## config.mk

```make
export PLATFORM = sky130hd
export DESIGN_NAME = weighted_route_table
export DESIGN_NICKNAME = d
export VERILOG_FILES = /design/src/rtl/wrt_pkg.sv /design/src/rtl/weighted_route_table.sv /design/src/rtl/wrt_front.sv /design/src/rtl/wrt_queue.sv /design/src/rtl/wrt_back.sv
export SDC_FILE = /design/constraint.sdc
export NUM_CORES = 2
export LEC_CHECK = 0
export BUFFER_PORTS_ARGS = -buffer_cell sky130_fd_sc_hd__buf_2
export CORE_ASPECT_RATIO = 0.75
export CORE_MARGIN = 5
export CORE_UTILIZATION = 30
export CTS_CLUSTER_SIZE = 30
export DETAILED_ROUTE_END_ITERATION = 6
export PLACE_DENSITY = 0.49
export SKIP_CTS_REPAIR_TIMING = 1
export SLEW_MARGIN = 20
export SYNTH_ARGS = -nofsm -noshare
export SYNTH_HDL_FRONTEND = slang
export SYNTH_SLANG_ARGS = --single-unit
```

## constraint.sdc

```tcl
create_clock -name clock -period 9.4 [get_ports clock]
set_input_delay 0.47 -clock clock [delete_from_list [all_inputs] [get_ports clock]]
set_output_delay 0.47 -clock clock [all_outputs]
set_load 0.05 [all_outputs]
```

## src/rtl/wrt_pkg.sv

```systemverilog
`default_nettype none
package wrt_pkg;
   localparam int TABLE_DEPTH = 16;
   localparam int IDX_W = (TABLE_DEPTH > 1) ? $clog2(TABLE_DEPTH) : 1;
   localparam int CNT_W = $clog2(TABLE_DEPTH + 1);
   localparam int QUEUE_DEPTH = 2;

   typedef enum logic {REQ_ADD = 1'b0, REQ_LOOKUP = 1'b1} req_kind_type;

   typedef struct packed {
      logic        req_type;
      logic [31:0] dest_ip;
      logic [7:0]  new_device;
      logic [31:0] new_network;
      logic [31:0] new_gateway;
      logic [31:0] new_mask;
      logic [15:0] new_weight;
   } req_type;

   typedef struct packed {
      logic        status;
      logic        found;
      logic [7:0]  hit_device;
      logic [31:0] hit_gateway;
      logic [15:0] hit_weight;
   } rsp_type;

   // classified command passed from front to back
   typedef struct packed {
      logic              is_lookup;
      logic              full;
      logic [IDX_W-1:0]  slot;
      req_type           req;
   } cmd_type;

   typedef enum logic [1:0] {BK_IDLE, BK_SCAN, BK_DONE} back_state_type;
endpackage
`default_nettype wire

```

## src/rtl/weighted_route_table.sv

```systemverilog
// Add: the command passes through the queue; the result is registered. Lookup:
// the scan reads one slot per cycle from the route memory.
// One add per cycle while no scan runs; commands wait while a lookup scans.
// Up to two requests wait in the command queue; busy is high while it is full.
// Synchronous reset empties the queue and marks every slot free.
// The receiver cannot stall: rsp_valid lasts exactly one cycle.
`default_nettype none
module weighted_route_table (
   input  wire logic             clock,
   input  wire logic             reset,
   input  wire logic             start,
   output logic                  busy,
   input  wire wrt_pkg::req_type req_data,
   output logic                  rsp_valid,
   output wrt_pkg::rsp_type      rsp_data
);
   import wrt_pkg::*;

   logic                   push, q_full, pop, not_empty;
   cmd_type                push_cmd, head;

   wrt_front u_front (
      .clock(clock), .reset(reset), .start(start), .busy(busy), .req(req_data),
      .push(push), .push_cmd(push_cmd), .q_full(q_full)
   );

   wrt_queue u_queue (
      .clock(clock), .reset(reset), .push(push), .push_cmd(push_cmd),
      .full(q_full), .pop(pop), .not_empty(not_empty), .head(head)
   );

   wrt_back u_back (
      .clock(clock), .reset(reset), .not_empty(not_empty), .head(head),
      .pop(pop), .rsp_valid(rsp_valid), .rsp(rsp_data)
   );
endmodule
`default_nettype wire

```

## src/rtl/wrt_front.sv

```systemverilog
`default_nettype none
// Accepts requests, picks the free slot for adds, tracks slot occupancy.
module wrt_front (
   input  wire logic             clock,
   input  wire logic             reset,
   input  wire logic             start,
   output logic                  busy,
   input  wire wrt_pkg::req_type req,
   output logic                  push,
   output wrt_pkg::cmd_type      push_cmd,
   input  wire logic             q_full
);
   import wrt_pkg::*;

   logic [TABLE_DEPTH-1:0] used_ff, used_in;
   logic [IDX_W-1:0]       free_idx;
   logic                   any_free;

   // priority encode lowest free slot
   always_comb begin
      free_idx = '0;
      any_free = 1'b0;
      for (int k = TABLE_DEPTH - 1; k >= 0; k--) begin
         if (!used_ff[k]) begin
            free_idx = IDX_W'(k);
            any_free = 1'b1;
         end
      end
   end

   assign busy = q_full;
   assign push = start && !q_full;

   always_comb begin
      push_cmd.is_lookup = (req.req_type == REQ_LOOKUP);
      push_cmd.full      = !any_free;
      push_cmd.slot      = free_idx;
      push_cmd.req       = req;
      used_in = used_ff;
      if (push && req.req_type == REQ_ADD && any_free) begin
         used_in[free_idx] = 1'b1;
      end
   end

   always_ff @(posedge clock) begin
      if (reset) begin
         used_ff <= '0;
      end else begin
         used_ff <= used_in;
      end
   end
endmodule
`default_nettype wire

```

## src/rtl/wrt_queue.sv

```systemverilog
`default_nettype none
module wrt_queue (
   input  wire logic             clock,
   input  wire logic             reset,
   input  wire logic             push,
   input  wire wrt_pkg::cmd_type push_cmd,
   output logic                  full,
   input  wire logic             pop,
   output logic                  not_empty,
   output wrt_pkg::cmd_type      head
);
   import wrt_pkg::*;

   cmd_type   entry_ff [QUEUE_DEPTH];
   logic      wptr_ff, wptr_in, rptr_ff, rptr_in;
   logic [1:0] cnt_ff, cnt_in;

   always_comb begin
      wptr_in = wptr_ff ^ push;
      rptr_in = rptr_ff ^ pop;
      cnt_in  = cnt_ff + 2'(push) - 2'(pop);
   end

   assign full      = (cnt_ff == 2'(QUEUE_DEPTH));
   assign not_empty = (cnt_ff != 2'd0);
   assign head      = entry_ff[rptr_ff];

   always_ff @(posedge clock) begin
      if (reset) begin
         wptr_ff <= 1'b0;
         rptr_ff <= 1'b0;
         cnt_ff  <= 2'd0;
      end else begin
         wptr_ff <= wptr_in;
         rptr_ff <= rptr_in;
         cnt_ff  <= cnt_in;
      end
   end

   always_ff @(posedge clock) begin
      if (push) begin
         entry_ff[wptr_ff] <= push_cmd;
      end
   end
endmodule
`default_nettype wire

```

## src/rtl/wrt_back.sv

```systemverilog
`default_nettype none
// Executes commands: a memory write for add (none when full), one slot per cycle for lookup.
module wrt_back (
   input  wire logic             clock,
   input  wire logic             reset,
   input  wire logic             not_empty,
   input  wire wrt_pkg::cmd_type head,
   output logic                  pop,
   output logic                  rsp_valid,
   output wrt_pkg::rsp_type      rsp
);
   import wrt_pkg::*;

   typedef struct packed {
      logic [7:0]  device;
      logic [31:0] network;
      logic [31:0] gateway;
      logic [31:0] mask;
      logic [15:0] weight;
   } slot_type;

   slot_type         mem [TABLE_DEPTH];
   slot_type         rd_ff;
   back_state_type   state_ff, state_in;
   logic [CNT_W-1:0] idx_ff, idx_in;
   logic             rd_used_ff;
   logic [31:0]      dst_ff, dst_in;
   rsp_type          best_ff, best_in, rsp_ff, rsp_in;
   logic             rsp_valid_ff, rsp_valid_in;
   logic             rd_vld_ff, rd_vld_in;
   logic             match;
   logic             wr_en;
   // slots written so far, one bit per slot
   logic [TABLE_DEPTH-1:0] live_ff, live_in;

   assign match = rd_vld_ff && rd_used_ff &&
                  ((rd_ff.mask & dst_ff) == (rd_ff.network & rd_ff.mask));

   assign wr_en = (state_ff == BK_IDLE) && not_empty && !head.is_lookup && !head.full;

   always_comb begin
      live_in = live_ff;
      if (wr_en) begin
         live_in[head.slot] = 1'b1;
      end
   end

   always_comb begin
      state_in     = state_ff;
      idx_in       = idx_ff;
      dst_in       = dst_ff;
      best_in      = best_ff;
      rsp_in       = rsp_ff;
      rsp_valid_in = 1'b0;
      rd_vld_in    = 1'b0;
      pop          = 1'b0;
      case (state_ff)
         BK_IDLE: begin
            if (not_empty) begin
               pop = 1'b1;
               if (head.is_lookup) begin
                  state_in  = BK_SCAN;
                  idx_in    = '0;
                  dst_in    = head.req.dest_ip;
                  best_in   = '0;
               end else begin
                  rsp_in        = '0;
                  rsp_in.status = head.full;
                  rsp_valid_in  = 1'b1;
               end
            end
         end
         BK_SCAN: begin
            // read issued for idx_ff, compared from rd_ff in the following cycle
            if (match && rd_ff.weight > best_ff.hit_weight) begin
               best_in.found       = 1'b1;
               best_in.hit_device  = rd_ff.device;
               best_in.hit_gateway = rd_ff.gateway;
               best_in.hit_weight  = rd_ff.weight;
            end
            if (idx_ff == CNT_W'(TABLE_DEPTH)) begin
               state_in = BK_DONE;
            end else begin
               rd_vld_in = 1'b1;
               idx_in    = idx_ff + 1'b1;
            end
         end
         BK_DONE: begin
            if (match && rd_ff.weight > best_ff.hit_weight) begin
               best_in.found       = 1'b1;
               best_in.hit_device  = rd_ff.device;
               best_in.hit_gateway = rd_ff.gateway;
               best_in.hit_weight  = rd_ff.weight;
            end
            rsp_in       = best_in;
            rsp_valid_in = 1'b1;
            state_in     = BK_IDLE;
         end
         default: state_in = BK_IDLE;
      endcase
   end

   always_ff @(posedge clock) begin
      if (reset) begin
         state_ff     <= BK_IDLE;
         rsp_valid_ff <= 1'b0;
         rd_vld_ff    <= 1'b0;
         live_ff      <= '0;
      end else begin
         state_ff     <= state_in;
         rsp_valid_ff <= rsp_valid_in;
         rd_vld_ff    <= rd_vld_in;
         live_ff      <= live_in;
      end
   end

   always_ff @(posedge clock) begin
      idx_ff  <= idx_in;
      dst_ff  <= dst_in;
      best_ff <= best_in;
      rsp_ff  <= rsp_in;
   end

   always_ff @(posedge clock) begin
      if (wr_en) begin
         mem[head.slot] <= '{device:  head.req.new_device,
                             network: head.req.new_network,
                             gateway: head.req.new_gateway,
                             mask:    head.req.new_mask,
                             weight:  head.req.new_weight};
      end
      rd_ff      <= mem[idx_ff[IDX_W-1:0]];
      rd_used_ff <= live_ff[idx_ff[IDX_W-1:0]];
   end

   assign rsp_valid = rsp_valid_ff;
   assign rsp       = rsp_ff;
endmodule
`default_nettype wire

```

==> Implementation_results.wiki <==
{| class="wikitable"
! Metric !! Value
|-
| Clock share of power || between 30% and 40%
|-
| Antenna violations before repair || 22
|-
| DRC Markers || 0
|-
| Clock tree skew after final layout || 0.06908 ns
|-
| Standard-cell row count || 179
|-
| Pwr Total || between 30 and 40 mW
|-
| Fillcell total || 29.28k
|-
| IO Count || approximately 220
|-
| Worst hold path type || input port to flop
|-
| Initial standard-cell utilization of the core || 30.09%
|-
| CP arrival || ~5.5 ns
|-
| Summed negative setup slack over all endpoints || 0 ns
|-
| Number of vias in the routed layout || roughly 43k
|-
| Final setup violation count || 0
|-
| Total Nets Final || 4840
|-
| Average wire per cell in the routed design || 25.46 µm
|-
| Length of the first detailed-routing pass in iterations || 5
|-
| IR drop worst, VDD || around 220 µV
|-
| Grt peak-use layer || met2
|-
| TritonCTS clock tree || done
|-
| Met1 demand-to-capacity share in global routing || 19.85%
|-
| Vias in the first global route || 44.25k
|-
| Critical Path Sink Type || flop
|-
| Worst path slowest cell || buf_4
|-
| Cell with the most instances on the worst path || buf_4
|-
| Standard cell core area || 316700 µm²
|-
| Vias per cell || 4.714
|-
| Leading post-synthesis cells by instance count || edfxtp_1 (2388), mux4_2 (605), nand2_1 (240), dfxtp_1 (161), mux2_2 (153)
|-
| Area after DPL || 101700 µm²
|-
| Number of sinks driven by the clock tree || 2549
|-
| Number of buffers on the longest clock path || 4
|-
| Die footprint || 329100 µm²
|-
| Fmax || 203.6 MHz
|-
| Count of antenna-violating nets left after detailed routing || 0
|-
| IO Port Bufs || approximately 220
|-
| Net load switching power || 9.550 mW
|-
| Drt first-iter violations || 3704
|-
| Cell leakage power || between 30 and 40 nW
|-
| Internal cell power || 23.22 mW
|-
| Synth async-reset ratio || 0%
|-
| Routed Wire Length || between 200000 and 250000 µm
|-
| Seq/Total Area, Yosys || 78.64%
|-
| Cells taking the most area after synthesis || edfxtp_1 (75%), mux4_2 (14%), dfxtp_1 (3.4%)
|-
| Layout overhead on the synthesized area || 16.66%
|-
| CTS H-tree depth || 4
|-
| Synthesized Nets || 4358
|-
| Final Wtd Congestion || 0.7278
|-
| Max-slew headroom || around 20%
|-
| Most repeated cell in the gate-level netlist after synthesis || edfxtp_1
|-
| Clock transition at the registers of the reported paths || 0.07 ns
|-
| Largest net degree at the start of global routing || 153
|-
| Die boundary width || around 660 µm
|-
| Height of the die || 498.1 µm
|-
| Maximum net fanout on the critical path || 60
|-
| Global-route met3 utilization || 2.667%
|-
| Max-slew violations || 0
|-
| Unrepaired setup endpoints after global routing || no
|-
| Final worst path period share || 52.25%
|-
| Met2 GRT Util || 22.04%
|-
| Final critical-path required period || 4.912 ns
|-
| Number of distinct library cells after synthesis || 55
|-
| Inserted Clock Buffers || 242
|-
| Root Buffer || clkbuf_16
|-
| Synth Register Bits || 2549
|-
| Number of enable flip-flop cells after synthesis || 2388
|-
| Detailed Place HPWL || about 130000 µm
|-
| Final standard cell area without fillers || about 110000 µm²
|-
| Synth area leader || edfxtp_1
|-
| Worst path cell trace || inv_1 -> ha_1 -> nand3_1 -> nor3_2 -> o21ai_0 -> o211a_1 -> nor4_2 -> buf_4 -> buf_4 -> mux2i_1
|-
| Total number of yosys warnings || 0
|-
| Synth Flop Type || edfxtp_1
|-
| Area share of the largest cell type after synthesis || 75.26%
|-
| Total global routing track utilization || 13.85%
|-
| Cell area after technology mapping || 95290 µm²
|-
| Switching Fraction || 29.15%
|-
| Cells after Synth || 4175
|-
| Overflow left after global routing || 0
|-
| Worst-Skew Late Latency || 0.91 ns
|-
| Largest stage delay on the critical path || 0.92 ns
|-
| Critical path type || flop to flop
|-
| Final hold violation count || 0
|-
| Fraction of power consumed by combinational cells || 24.9%
|-
| Pwr per Cell Area || just under 300 nW/µm²
|-
| Actual transition at the worst max-transition pin || approximately 1.2 ns
|-
| Critical Path Source Type || flop
|-
| Global-route wire length before repair || 332600 µm
|-
| Mean area per synthesized cell || 22.82 µm²
|-
| Critical path required time || 10.01 ns
|-
| Fraction of final layout cells with drive strength greater than 1 || 29.50%
|-
| Max Cap Viol || 0
|-
| Status || complete, no violations
|-
| Sequential fraction of design power || 45.0%
|}
-- cells in the final DEF, fill, tap and decap left out, types with 27 or more instances in the layout --
cell type and n:
edfxtp_1 2388, mux4_2 605, clkbuf_16 244, nand2_1 240, buf_2 215, dfxtp_1 160, dlygate4sd3_1 154, mux2_2 153
mux2i_1 115, buf_4 55, clkbuf_1 51, clkinv_2 51, nor2_1 49, inv_1 38, clkinv_1 36, xor2_1 34
a21oi_1 27
-- logic make-up after synthesis --
| kind of cell | Yosys count | synth area share [%] |
|---|---|---|
| compound gates | 93 | 0.7025 |
| mux | 873 | 17.32 |
| buf+inv | 240 | 1.114 |
| xor+xnor | 38 | 0.3493 |
| flops | 2549 | 78.64 |
| fa+ha+maj | 27 | 0.3545 |
| simple gates | 355 | 1.526 |
-- routing by layer --
layer  up-vias  wire [µm]  share of wire, %
met5         -         34             0.015
met4         6       4704               2.0
met3       330      11860               5.1
met2      1005     109100                47
met1     23310     106400                46
li1      18320          -                 -
-- power groups by stage --
stage	Clock, mW	Combinational (mW)	Sequential (mW)
after floorplan	0	5.36	15.0
after global placement	0	8.37	15.0
after detailed placement	0	8.39	15.0
after CTS	10.1	8.41	14.8
after global routing	10.6	8.85	14.8
final	9.85	8.17	14.7
-- sequential cells by signal (all words and copies together) (netlist names), 5 cells and up --
signal            flops
u_queue.entry_ff    316
u_back.rsp           58
u_back.live_ff       16
u_back.idx_ff         5
u_back.dst_ff        32
u_back.best_ff       57
u_back.mem         1920
u_back.rd_ff        120
u_front.used_ff      16
-- stage by stage --
stage | setup WS, ns | util [%] | hold slack [ns] | std cells
after CTS | 4.457 | 34.61 | -0.3352 | 8956
final | 4.488 | 35.10 | 0.1502 | 9116
after floorplan | 2.421 | - | 0.4315 | 4175
after global routing | 4.202 | 35.10 | 0.1139 | 9112
after global placement | 4.536 | 32.11 | 0.4438 | 8512
after detailed placement | 4.449 | 32.11 | 0.4495 | 8512
-- cell type report --
cell class / count / area (µm²) / area share (%)
Antenna cell: 6 / 15.01 / 0.01351
Clock buffer: 314 / 6559 / 5.900
Clock inverter: 130 / 1345 / 1.210
Inverter: 38 / 142.6 / 0.1283
Multi-Input combinational cell: 1386 / 19490 / 17.53
Sequential cell: 2549 / 74940 / 67.41
Tap cell: 4253 / 5321 / 4.787
Timing Repair Buffer: 440 / 3351 / 3.014
-- final timing paths --
kind,start,endpoint,slack [ns],cells past startpoint
max,u_back.best_ff[7],u_back.rsp[32],4.49,10
min reg2reg,u_back.live_ff[6],u_back.live_ff[6],0.47,2
min,reset,u_front.used_ff[1],0.15,2
max reg2reg,u_back.best_ff[7],u_back.rsp[32],4.49,10
-- critical path: cells and delay by family (launching register included) --
| family | cells | cell delay, ns |
|---|---|---|
| AO/OA/AOI/OAI | 2 | 0.53 |
| adder cells (fa/ha/maj) | 1 | 0.32 |
| buffers and inverters | 3 | 1.87 |
| flip-flops | 1 | 0.38 |
| multiplexers | 1 | 0.22 |
| AND/OR/NAND/NOR | 3 | 1.14 |
No activity file was read; power rests on OpenSTA's default activity.
